--- src/rtl/utf8v_pkg.sv ---
package utf8v_pkg;

	// Largest number of bytes that one input word can produce.
	localparam int RunDepth = 6;

	// Replacement character U+FFFD in UTF-8.
	localparam logic [7:0] ReplB0 = 8'hEF;
	localparam logic [7:0] ReplB1 = 8'hBF;
	localparam logic [7:0] ReplB2 = 8'hBD;

	// Lead byte ranges.
	localparam logic [7:0] AsciiTop = 8'h80;
	localparam logic [7:0] Lead2Lo  = 8'hC2;
	localparam logic [7:0] Lead2Hi  = 8'hDF;
	localparam logic [7:0] LeadE0   = 8'hE0;
	localparam logic [7:0] LeadEd   = 8'hED;
	localparam logic [7:0] Lead3Hi  = 8'hEF;
	localparam logic [7:0] LeadF0   = 8'hF0;
	localparam logic [7:0] LeadF4   = 8'hF4;

	// Continuation byte ranges, with the narrowed second-byte limits.
	localparam logic [7:0] ContLo = 8'h80;
	localparam logic [7:0] ContHi = 8'hBF;
	localparam logic [7:0] E0Lo   = 8'hA0;
	localparam logic [7:0] EdHi   = 8'h9F;
	localparam logic [7:0] F0Lo   = 8'h90;
	localparam logic [7:0] F4Hi   = 8'h8F;

	// Sequence length codes.
	localparam logic [2:0] LenBad   = 3'd0;
	localparam logic [2:0] LenOne   = 3'd1;
	localparam logic [2:0] LenTwo   = 3'd2;
	localparam logic [2:0] LenThree = 3'd3;
	localparam logic [2:0] LenFour  = 3'd4;

	// Input word as it sits in the input buffer.
	typedef struct packed {
		logic [7:0] data;
		logic       cmd;
	} word_t;

	// Classification of a lead byte.
	typedef struct packed {
		logic [2:0] len;
		logic [7:0] lo;
		logic [7:0] hi;
	} lead_t;

	// All output bytes caused by one input word.
	typedef struct packed {
		logic [RunDepth-1:0][7:0] bytes;
		logic [2:0]               count;
	} run_t;

	// Decoder state seen from outside.
	typedef struct packed {
		logic [1:0] held_count;
		logic [2:0] seq_length;
	} core_status_t;

	// Expected length of a sequence from its lead byte, and the allowed
	// range of its second byte.
	function automatic lead_t lead_class(input logic [7:0] b);
		lead_t r;
		r.len = LenBad;
		r.lo  = ContLo;
		r.hi  = ContHi;
		if (b < AsciiTop) begin
			r.len = LenOne;
		end else if (b >= Lead2Lo && b <= Lead2Hi) begin
			r.len = LenTwo;
		end else if (b >= LeadE0 && b <= Lead3Hi) begin
			r.len = LenThree;
			if (b == LeadE0) r.lo = E0Lo;
			if (b == LeadEd) r.hi = EdHi;
		end else if (b >= LeadF0 && b <= LeadF4) begin
			r.len = LenFour;
			if (b == LeadF0) r.lo = F0Lo;
			if (b == LeadF4) r.hi = F4Hi;
		end
		return r;
	endfunction

endpackage

--- src/rtl/utf8v_skid.sv ---
module utf8v_skid (
	input  logic             clk,
	input  logic             arst_n,
	input  logic             in_valid,
	output logic             in_ready,
	input  utf8v_pkg::word_t in_word,
	output logic             head_valid,
	output utf8v_pkg::word_t head,
	input  logic             pop
);
	import utf8v_pkg::*;

	word_t      ent_q [2];
	logic       wr_q;
	logic       rd_q;
	logic [1:0] cnt_q;
	logic       push;

	// Ready comes from the fill count alone, so it does not wait on the output side.
	assign in_ready   = (cnt_q != 2'd2);
	assign head_valid = (cnt_q != 2'd0);
	assign head       = ent_q[rd_q];
	assign push       = in_valid && in_ready;

	// Pointers and fill count.
	always_ff @(posedge clk or negedge arst_n) begin
		if (!arst_n) begin
			wr_q  <= 1'b0;
			rd_q  <= 1'b0;
			cnt_q <= 2'd0;
		end else begin
			if (push) wr_q <= ~wr_q;
			if (pop) rd_q <= ~rd_q;
			case ({push, pop})
				2'b10:   cnt_q <= cnt_q + 2'd1;
				2'b01:   cnt_q <= cnt_q - 2'd1;
				default: cnt_q <= cnt_q;
			endcase
		end
	end

	// Entry storage.
	always_ff @(posedge clk) begin
		if (push) ent_q[wr_q] <= in_word;
	end

endmodule

--- src/rtl/utf8v_core.sv ---
module utf8v_core (
	input  logic                    clk,
	input  logic                    arst_n,
	input  utf8v_pkg::word_t        word,
	input  logic                    go,
	output utf8v_pkg::run_t         run,
	output utf8v_pkg::core_status_t st
);
	import utf8v_pkg::*;

	logic [7:0] held_q [3];
	logic [1:0] hc_q;
	logic [2:0] sl_q;

	logic [1:0] hc_d;
	logic [2:0] sl_d;
	logic       hold_wr;
	logic [1:0] hold_idx;
	logic [7:0] b;
	lead_t      lb;
	lead_t      lh;
	logic [7:0] lo;
	logic [7:0] hi;
	logic       in_rng;
	logic       complete;
	logic       do_start;
	logic [2:0] base;
	run_t       r;

	assign run           = r;
	assign st.held_count = hc_q;
	assign st.seq_length = sl_q;

	// Decode one word against the held bytes.
	always_comb begin
		b        = word.data;
		lb       = lead_class(b);
		lh       = lead_class(held_q[0]);
		r        = '0;
		hc_d     = hc_q;
		sl_d     = sl_q;
		hold_wr  = 1'b0;
		hold_idx = hc_q;
		do_start = 1'b0;
		base     = 3'd0;
		lo       = (hc_q == 2'd1) ? lh.lo : ContLo;
		hi       = (hc_q == 2'd1) ? lh.hi : ContHi;
		in_rng   = (b >= lo) && (b <= hi);
		complete = (({1'b0, hc_q} + 3'd1) == sl_q);

		if (word.cmd) begin
			// Flush: an unfinished tail becomes one replacement.
			if (hc_q != 2'd0) begin
				r.bytes[0] = ReplB0;
				r.bytes[1] = ReplB1;
				r.bytes[2] = ReplB2;
				r.count    = 3'd3;
				hc_d       = 2'd0;
				sl_d       = LenBad;
			end
		end else if (hc_q == 2'd0 || sl_q < LenTwo || sl_q > LenFour) begin
			do_start = 1'b1;
		end else if (in_rng) begin
			if (complete) begin
				// Sequence done: release the held bytes and this one.
				r.bytes[0] = held_q[0];
				r.bytes[1] = (hc_q >= 2'd2) ? held_q[1] : b;
				r.bytes[2] = (hc_q == 2'd3) ? held_q[2] : b;
				r.bytes[3] = b;
				r.count    = {1'b0, hc_q} + 3'd1;
				hc_d       = 2'd0;
				sl_d       = LenBad;
			end else begin
				hold_wr = (hc_q != 2'd3);
				hc_d    = hc_q + 2'd1;
			end
		end else begin
			// Bad continuation: replace the held part, then restart on this byte.
			r.bytes[0] = ReplB0;
			r.bytes[1] = ReplB1;
			r.bytes[2] = ReplB2;
			r.count    = 3'd3;
			base       = 3'd3;
			do_start   = 1'b1;
		end

		// Treat the byte as the start of a new sequence.
		if (do_start) begin
			hc_d = 2'd0;
			sl_d = LenBad;
			case (lb.len)
				LenOne: begin
					r.bytes[base] = b;
					r.count       = base + 3'd1;
				end
				LenBad: begin
					r.bytes[base]        = ReplB0;
					r.bytes[base + 3'd1] = ReplB1;
					r.bytes[base + 3'd2] = ReplB2;
					r.count              = base + 3'd3;
				end
				default: begin
					hold_wr  = 1'b1;
					hold_idx = 2'd0;
					hc_d     = 2'd1;
					sl_d     = lb.len;
				end
			endcase
		end
	end

	// Sequence tracking.
	always_ff @(posedge clk or negedge arst_n) begin
		if (!arst_n) begin
			hc_q <= 2'd0;
			sl_q <= LenBad;
		end else if (go) begin
			hc_q <= hc_d;
			sl_q <= sl_d;
		end
	end

	// Held bytes of the open sequence.
	always_ff @(posedge clk) begin
		if (go && hold_wr) held_q[hold_idx] <= b;
	end

endmodule

--- src/rtl/utf8v_emit.sv ---
module utf8v_emit (
	input  logic            clk,
	input  logic            arst_n,
	input  utf8v_pkg::run_t run,
	input  logic            load,
	output logic            load_ok,
	output logic            tvalid,
	input  logic            tready,
	output logic [7:0]      tdata,
	output logic            tlast
);
	import utf8v_pkg::*;

	logic [RunDepth-1:0][7:0] buf_q;
	logic [2:0]               cnt_q;
	logic [2:0]               idx_q;
	logic                     vld_q;
	logic                     take;
	logic                     last;

	assign take    = vld_q && tready;
	assign last    = (idx_q == (cnt_q - 3'd1));
	assign load_ok = !vld_q || (take && last);
	assign tvalid  = vld_q;
	assign tdata   = buf_q[idx_q];
	assign tlast   = last;

	// Step through the run one byte per accepted transfer; reload as the last one leaves.
	always_ff @(posedge clk or negedge arst_n) begin
		if (!arst_n) begin
			vld_q <= 1'b0;
			cnt_q <= 3'd0;
			idx_q <= 3'd0;
		end else begin
			if (load && run.count != 3'd0) begin
				vld_q <= 1'b1;
				cnt_q <= run.count;
				idx_q <= 3'd0;
			end else if (take && last) begin
				vld_q <= 1'b0;
			end else if (take) begin
				idx_q <= idx_q + 3'd1;
			end
		end
	end

	// Run bytes.
	always_ff @(posedge clk) begin
		if (load && run.count != 3'd0) buf_q <= run.bytes;
	end

endmodule

--- src/rtl/utf8_stream_validate_replace.sv ---
// UTF-8 stream repair. Bytes enter on s_axis with tuser = 0; a word with
// tuser = 1 is an end-of-stream flush whose tdata is ignored. Well-formed
// sequences leave on m_axis unchanged once their last byte has arrived;
// each maximal invalid subpart leaves as EF BF BD, and a flush turns an
// unfinished tail into one EF BF BD. m_axis_tlast marks the final output
// byte caused by an input word; a word that only extends a held sequence,
// or a flush with nothing held, causes no output. An input word passes a
// two-entry buffer and, once it is at the buffer head and the output
// register is free, is decoded combinationally and loaded into the output
// register, from which its first byte is offered on m_axis. A word that
// yields n output bytes (0 to 6) holds the output register until all n
// have left; the input side takes one word per cycle as long as the
// output side drains one byte per cycle and each word yields at most one.
module utf8_stream_validate_replace (
	input  logic       clk,
	input  logic       arst_n,
	input  logic       s_axis_tvalid,
	output logic       s_axis_tready,
	input  logic [7:0] s_axis_tdata,   // [7:0] data_byte
	input  logic [0:0] s_axis_tuser,   // [0] cmd
	output logic       m_axis_tvalid,
	input  logic       m_axis_tready,
	output logic [7:0] m_axis_tdata,   // [7:0] out_byte
	output logic       m_axis_tlast
);
	import utf8v_pkg::*;

	word_t        in_word;
	word_t        head;
	logic         head_valid;
	logic         load_ok;
	logic         go;
	run_t         run;
	core_status_t st;

	assign in_word.data = s_axis_tdata;
	assign in_word.cmd  = s_axis_tuser[0];
	assign go           = head_valid && load_ok;

	// Input buffer.
	utf8v_skid u_skid (
		.clk        (clk),
		.arst_n     (arst_n),
		.in_valid   (s_axis_tvalid),
		.in_ready   (s_axis_tready),
		.in_word    (in_word),
		.head_valid (head_valid),
		.head       (head),
		.pop        (go)
	);

	// Sequence decoder.
	utf8v_core u_core (
		.clk    (clk),
		.arst_n (arst_n),
		.word   (head),
		.go     (go),
		.run    (run),
		.st     (st)
	);

	// Output serializer.
	utf8v_emit u_emit (
		.clk     (clk),
		.arst_n  (arst_n),
		.run     (run),
		.load    (go),
		.load_ok (load_ok),
		.tvalid  (m_axis_tvalid),
		.tready  (m_axis_tready),
		.tdata   (m_axis_tdata),
		.tlast   (m_axis_tlast)
	);

	// A sequence length is recorded exactly when bytes are held.
	a_len_matches_count: assert property (@(posedge clk) disable iff (!arst_n)
		(st.held_count == 2'd0) == (st.seq_length == LenBad))
		else $error("sequence length and held count disagree");

	// A flush always leaves nothing held.
	a_flush_clears: assert property (@(posedge clk) disable iff (!arst_n)
		go && head.cmd |=> st.held_count == 2'd0)
		else $error("flush left bytes held");

	// A data byte that produces no output must have been held.
	a_silent_is_held: assert property (@(posedge clk) disable iff (!arst_n)
		go && !head.cmd && run.count == 3'd0 |=> st.held_count != 2'd0)
		else $error("data byte dropped without output or hold");

endmodule
--- config.mk ---
export PLATFORM = sky130hd
export DESIGN_NAME = utf8_stream_validate_replace
export DESIGN_NICKNAME = d
export VERILOG_FILES = /design/src/rtl/utf8v_pkg.sv /design/src/rtl/utf8v_skid.sv /design/src/rtl/utf8v_core.sv /design/src/rtl/utf8v_emit.sv /design/src/rtl/utf8_stream_validate_replace.sv
export SDC_FILE = /design/constraint.sdc
export NUM_CORES = 1
export LEC_CHECK = 0
export ABC_CLOCK_PERIOD_IN_PS = 4300
export BUFFER_PORTS_ARGS = -buffer_cell sky130_fd_sc_hd__buf_4
export CAP_MARGIN = 25
export CORE_AREA = 2 2 111 113
export CTS_BUF_LIST = sky130_fd_sc_hd__clkbuf_4 sky130_fd_sc_hd__clkbuf_8 sky130_fd_sc_hd__clkbuf_16
export CTS_CLUSTER_SIZE = 8
export DETAILED_ROUTE_END_ITERATION = 8
export DIE_AREA = 0 0 113 115
export GPL_TIMING_DRIVEN = 1
export PLACE_DENSITY = 0.59
export RECOVER_POWER = 25
export SLEW_MARGIN = 15
export SYNTH_ARGS = -nofsm -noshare
export SYNTH_HDL_FRONTEND = slang
export SYNTH_SLANG_ARGS = --single-unit
--- constraint.sdc ---
create_clock -name clk -period 4.3 [get_ports clk]
set_input_delay 0.215 -clock clk [delete_from_list [all_inputs] [get_ports clk]]
set_output_delay 0.215 -clock clk [all_outputs]
set_load 0.05 [all_outputs]
==> results <==
- The flow ran to the end, but the final reports show violations.
- The checks that failed: design-rule violations.
- Final hold analysis gives a worst-case slack of 0.0844 ns.
- The synthesized design contains 91 register bits.
- The portion of the clock cycle consumed by the worst path in the final layout is 0.869.
- The commonest cells after synthesis are sky130_fd_sc_hd__edfxtp_1 (75), sky130_fd_sc_hd__o21ai_0 (34), sky130_fd_sc_hd__nor2_1 (32).
- The number of remaining DRC errors is 1.
- The via count of the first global-routing pass was 2966.
- Summing all placed instances gives a cell area of 4970 um2.
- After synthesis, the netlist uses 62 different library cells.
- Using the TritonRoute via totals, the vias-per-cell ratio works out to 5.48.
- The tightest slew margin relative to the limit is 0.419.
- The detail route stage leaves a number of antenna-violating nets equal to 0.
- The leading area contributor after synthesis is sky130_fd_sc_hd__edfxtp_1.
- The transition time at the pin with the least slew margin is 0.871 ns.
- For the worst setup path, the data required time is 4.33 ns.
- For this configuration, the core starts out at a cell density of 0.394.
- The tree built by TritonCTS fans out to 91 sinks.
- The power density of the placed cells is 803 nW/um2.
- The most frequently used cell type in the post-synthesis netlist is sky130_fd_sc_hd__edfxtp_1.
- Summing all non-filler instances in the final layout gives an area of 5270 um2.
- Yosys mapped a number of flops with a built-in enable equal to 75.
- The number of placed cells counting well taps is 546.
- The first-pass detailed-route iteration total is 6.
- The clock latency at the later pin of the worst-skew pair is 0.34 ns.
- The maximum buffer depth of the clock tree is 2.
- For this run, the total global-route usage over all layers was measured as 0.158.
- The layout-stage area growth over the synthesis result is 13.2%.
- The TritonCTS clock tree is yes.
- The largest driver fanout on the critical path is 14.
- The routed layout has 3091 vias.
- Among all flip-flop cells after synthesis, the most frequent one is sky130_fd_sc_hd__edfxtp_1.
- The library cell used as clock root buffer is sky130_fd_sc_hd__clkbuf_16.
- The worst register-to-register path has a setup slack of 0.56 ns.
- The final hold violation count is 0.
- The worst-case IR drop observed on VDD is 0.398 mV.
- Timing analysis after detailed placement gives a worst setup slack of 0.570 ns.
- The total overflow reported by the global router is 0.
- A synthesized cell averages 12.2 um2.
- The kind of capture point of the worst setup path is a register.
- Across the routed clock network, the largest skew measured is 0.00693 ns.
- The first global-routing pass estimated 15.8 mm of wire.
- The number of buffers added to fix hold violations after cts is 1.
- The final count of pins violating max slew came to 0.
- Across the run, the number of max-cap violations was 0.
- After floorplanning, the core was divided into 40 placement rows.
- After the first detailed-routing iteration, the DRC count stood at 232.
- STA classifies the critical path startpoint as a register.
- The top-area cell type share of the netlist area is 0.484.
- From bottom edge to top edge, the die measures 115 um.
- The worst hold-check path type is primary input to register.
- Yosys attributes the largest share of cell area to sky130_fd_sc_hd__edfxtp_1 (48%), sky130_fd_sc_hd__dfrtp_1 (8.6%), sky130_fd_sc_hd__mux4_2 (3.9%).
- The standby leakage power is 0.00199 uW.
- The die extent in x is 113 um.
- Data arrives at the worst endpoint at 3.76 ns.
- The total of cells resized after clock tree synthesis is 0.
- The total negative slack for setup checks is 0 ns.
- The critical path is of the register to register type.
- 24 I/O pins were placed.
- The depth of the CTS H-tree is 3.
- The global placer's final weighted congestion is 0.873.
- The floorplan core area is 11800 um2.
- The final critical delay including setup and external delays is 3.74 ns.
- The synthesized netlist occupies a cell area of 4660 um2.
- Summed over all nets, the half-perimeter wirelength after detailed placement is 7.00 mm.
- The critical path goes through mux2i_2 -> buf_4 -> inv_1 -> ha_1 -> o2111ai_2 -> o41ai_4 -> a21boi_1 -> a311oi_2 -> o21ai_0.
- The pin count of the biggest net entering global routing is 40.
- Of all flip-flops after synthesis, the portion carrying an async set or reset was 0.176.
- The standard cell with the maximum stage delay on the critical path is sky130_fd_sc_hd__a311oi_2.
- The count of buffers from port buffering is 23.
- The number of post-CTS setup repair buffers is 0.
- The number of antenna diodes in the final layout is 0.
- The total of warnings raised by yosys is 0.
- The layout filler cell count is 1102.
- In the final layout, the share of cells above drive strength 1 is 0.182.
- The net count of the finished layout is 436.
- Synthesis produced a netlist whose cell count is 382.
- The number of buffers and inverters on the critical path is 2.
- The initial antenna violation count is 0.
- After the flow finishes, the layout carries non-filler instances totaling 564.
- The floorplan step defined a die boundary enclosing 13000 um2.
- Setup repair after global routing left no endpoint under its margin.
- The number of clock buffers added by TritonCTS is 9.
- The kind of cell with the highest combined delay on the critical path is compound AO/OA/AOI/OAI gates.
- After clock tree synthesis, the clock-pin slew on the worst setup and hold paths is 0.06 ns.
- The register area share after synthesis is 0.570.
- The routed design has 9.59 mm of wire.
- Setup violations remaining at the end of the flow were counted as 0.
- The total nets after synthesis is 406.
- After detailed routing, the average wire length per cell comes to 17.0 um.
- Across all setup checks in the final design, the least slack found is 0.564 ns.
- The peak per-stage delay on the critical path is 0.76 ns.
- The maximum clock frequency is 0.268 GHz.
-- metrics by stage --
| step | util | total power [uW] |
|---|---|---|
| 6_report | 0.446 | 4230 |
| 5_1_grt | 0.446 | 4490 |
| 4_1_cts | 0.447 | 4280 |
| 3_5_place_dp | 0.421 | 3500 |
| 3_3_place_gp | 0.421 | 3470 |
| 2_1_floorplan | - | 3030 |
-- report_power, final --
part | internal, uW | total (uW) | leakage (uW) | switching [uW]
sequential | 1350 | 1540 | 0.000894 | 193
combinational | 703 | 1920 | 0.000948 | 1220
clock | 465 | 767 | 0.000146 | 302
total | 2520 | 4230 | 0.00199 | 1710
-- cells in the final DEF, fill, tap and decap left out, types with 9 or more instances in the layout --
| cell | n |
|---|---|
| sky130_fd_sc_hd__ha_1 | 11 |
| sky130_fd_sc_hd__clkbuf_16 | 9 |
| sky130_fd_sc_hd__buf_4 | 21 |
| sky130_fd_sc_hd__o21ai_0 | 34 |
| sky130_fd_sc_hd__dfrtp_1 | 16 |
| sky130_fd_sc_hd__edfxtp_1 | 75 |
| sky130_fd_sc_hd__nor2_1 | 32 |
| sky130_fd_sc_hd__nand2_1 | 30 |
| sky130_fd_sc_hd__a21oi_1 | 21 |
| sky130_fd_sc_hd__clkbuf_4 | 12 |
| sky130_fd_sc_hd__inv_1 | 22 |
-- worst paths after layout --
kind,start,end,cells past startpoint
max reg2reg,u_skid.rd_q$_DFFE_PN0P_,u_emit.buf_q[12]$_DFFE_PP_,9
max in group asynchronous,arst_n,u_skid.rd_q$_DFFE_PN0P_,2
min reg2reg,u_skid.wr_q$_DFFE_PN0P_,u_skid.wr_q$_DFFE_PN0P_,1
max,u_skid.rd_q$_DFFE_PN0P_,u_emit.buf_q[12]$_DFFE_PP_,9
min in group asynchronous,arst_n,u_emit.tvalid$_DFFE_PN0P_,2
min,s_axis_tdata[6],u_skid.ent_q[0][7]$_DFFE_PP_,1
-- worst register-to-register path, cell delays in order (launching register included) --
cell and delay [ns]:
sky130_fd_sc_hd__dfrtp_1 0.69, sky130_fd_sc_hd__mux2i_2 0.27, sky130_fd_sc_hd__buf_4 0.18, sky130_fd_sc_hd__inv_1 0.11
sky130_fd_sc_hd__ha_1 0.31, sky130_fd_sc_hd__o2111ai_2 0.14, sky130_fd_sc_hd__o41ai_4 0.46, sky130_fd_sc_hd__a21boi_1 0.27
sky130_fd_sc_hd__a311oi_2 0.77, sky130_fd_sc_hd__o21ai_0 0.24
-- metal layers --
| layer | GRT usage | vias up | wire, um |
|---|---|---|---|
| met5 | 0 | - | 0 |
| met4 | 0.0496 | 0 | 144 |
| met3 | 0.0432 | 14 | 560 |
| met1 | 0.222 | 1494 | 4460 |
| li1 | - | 1485 | - |
| met2 | 0.243 | 98 | 4420 |
-- sequential cells by signal, indices dropped and copies added (netlist names), 2 cells and up --
register,count
u_emit.idx_q,3
u_emit.buf_q,33
u_core.hc_q,2
u_core.held_q,24
u_emit.cnt_q,3
u_skid.cnt_q,2
u_skid.ent_q,18
u_core.sl_q,3
-- cells by family (layout without fill, tap and decap cells) --
logic type / Yosys count / in the layout / share of synthesized area
buffers and inverters: 39 / 74 / 0.0422
and+or+nand+nor: 112 / 112 / 0.121
DFF: 91 / 91 / 0.570
adders and majority gates: 11 / 11 / 0.0296
muxes: 20 / 20 / 0.0739
xor gates and xnor gates: 14 / 14 / 0.0263
AOI/OAI and AO/OA: 95 / 95 / 0.137
-- final cells by class --
cell class	count	area, um2	area share
timing repair buffer	34	246	0.0468
multi-input combinational	252	1810	0.343
inverter	24	90.1	0.0171
clock inverter	4	42.5	0.00807
tap	147	184	0.0349
sequential	91	2650	0.503
clock buffer	12	248	0.0470
Note: power is estimated with default switching activity, not from simulation.
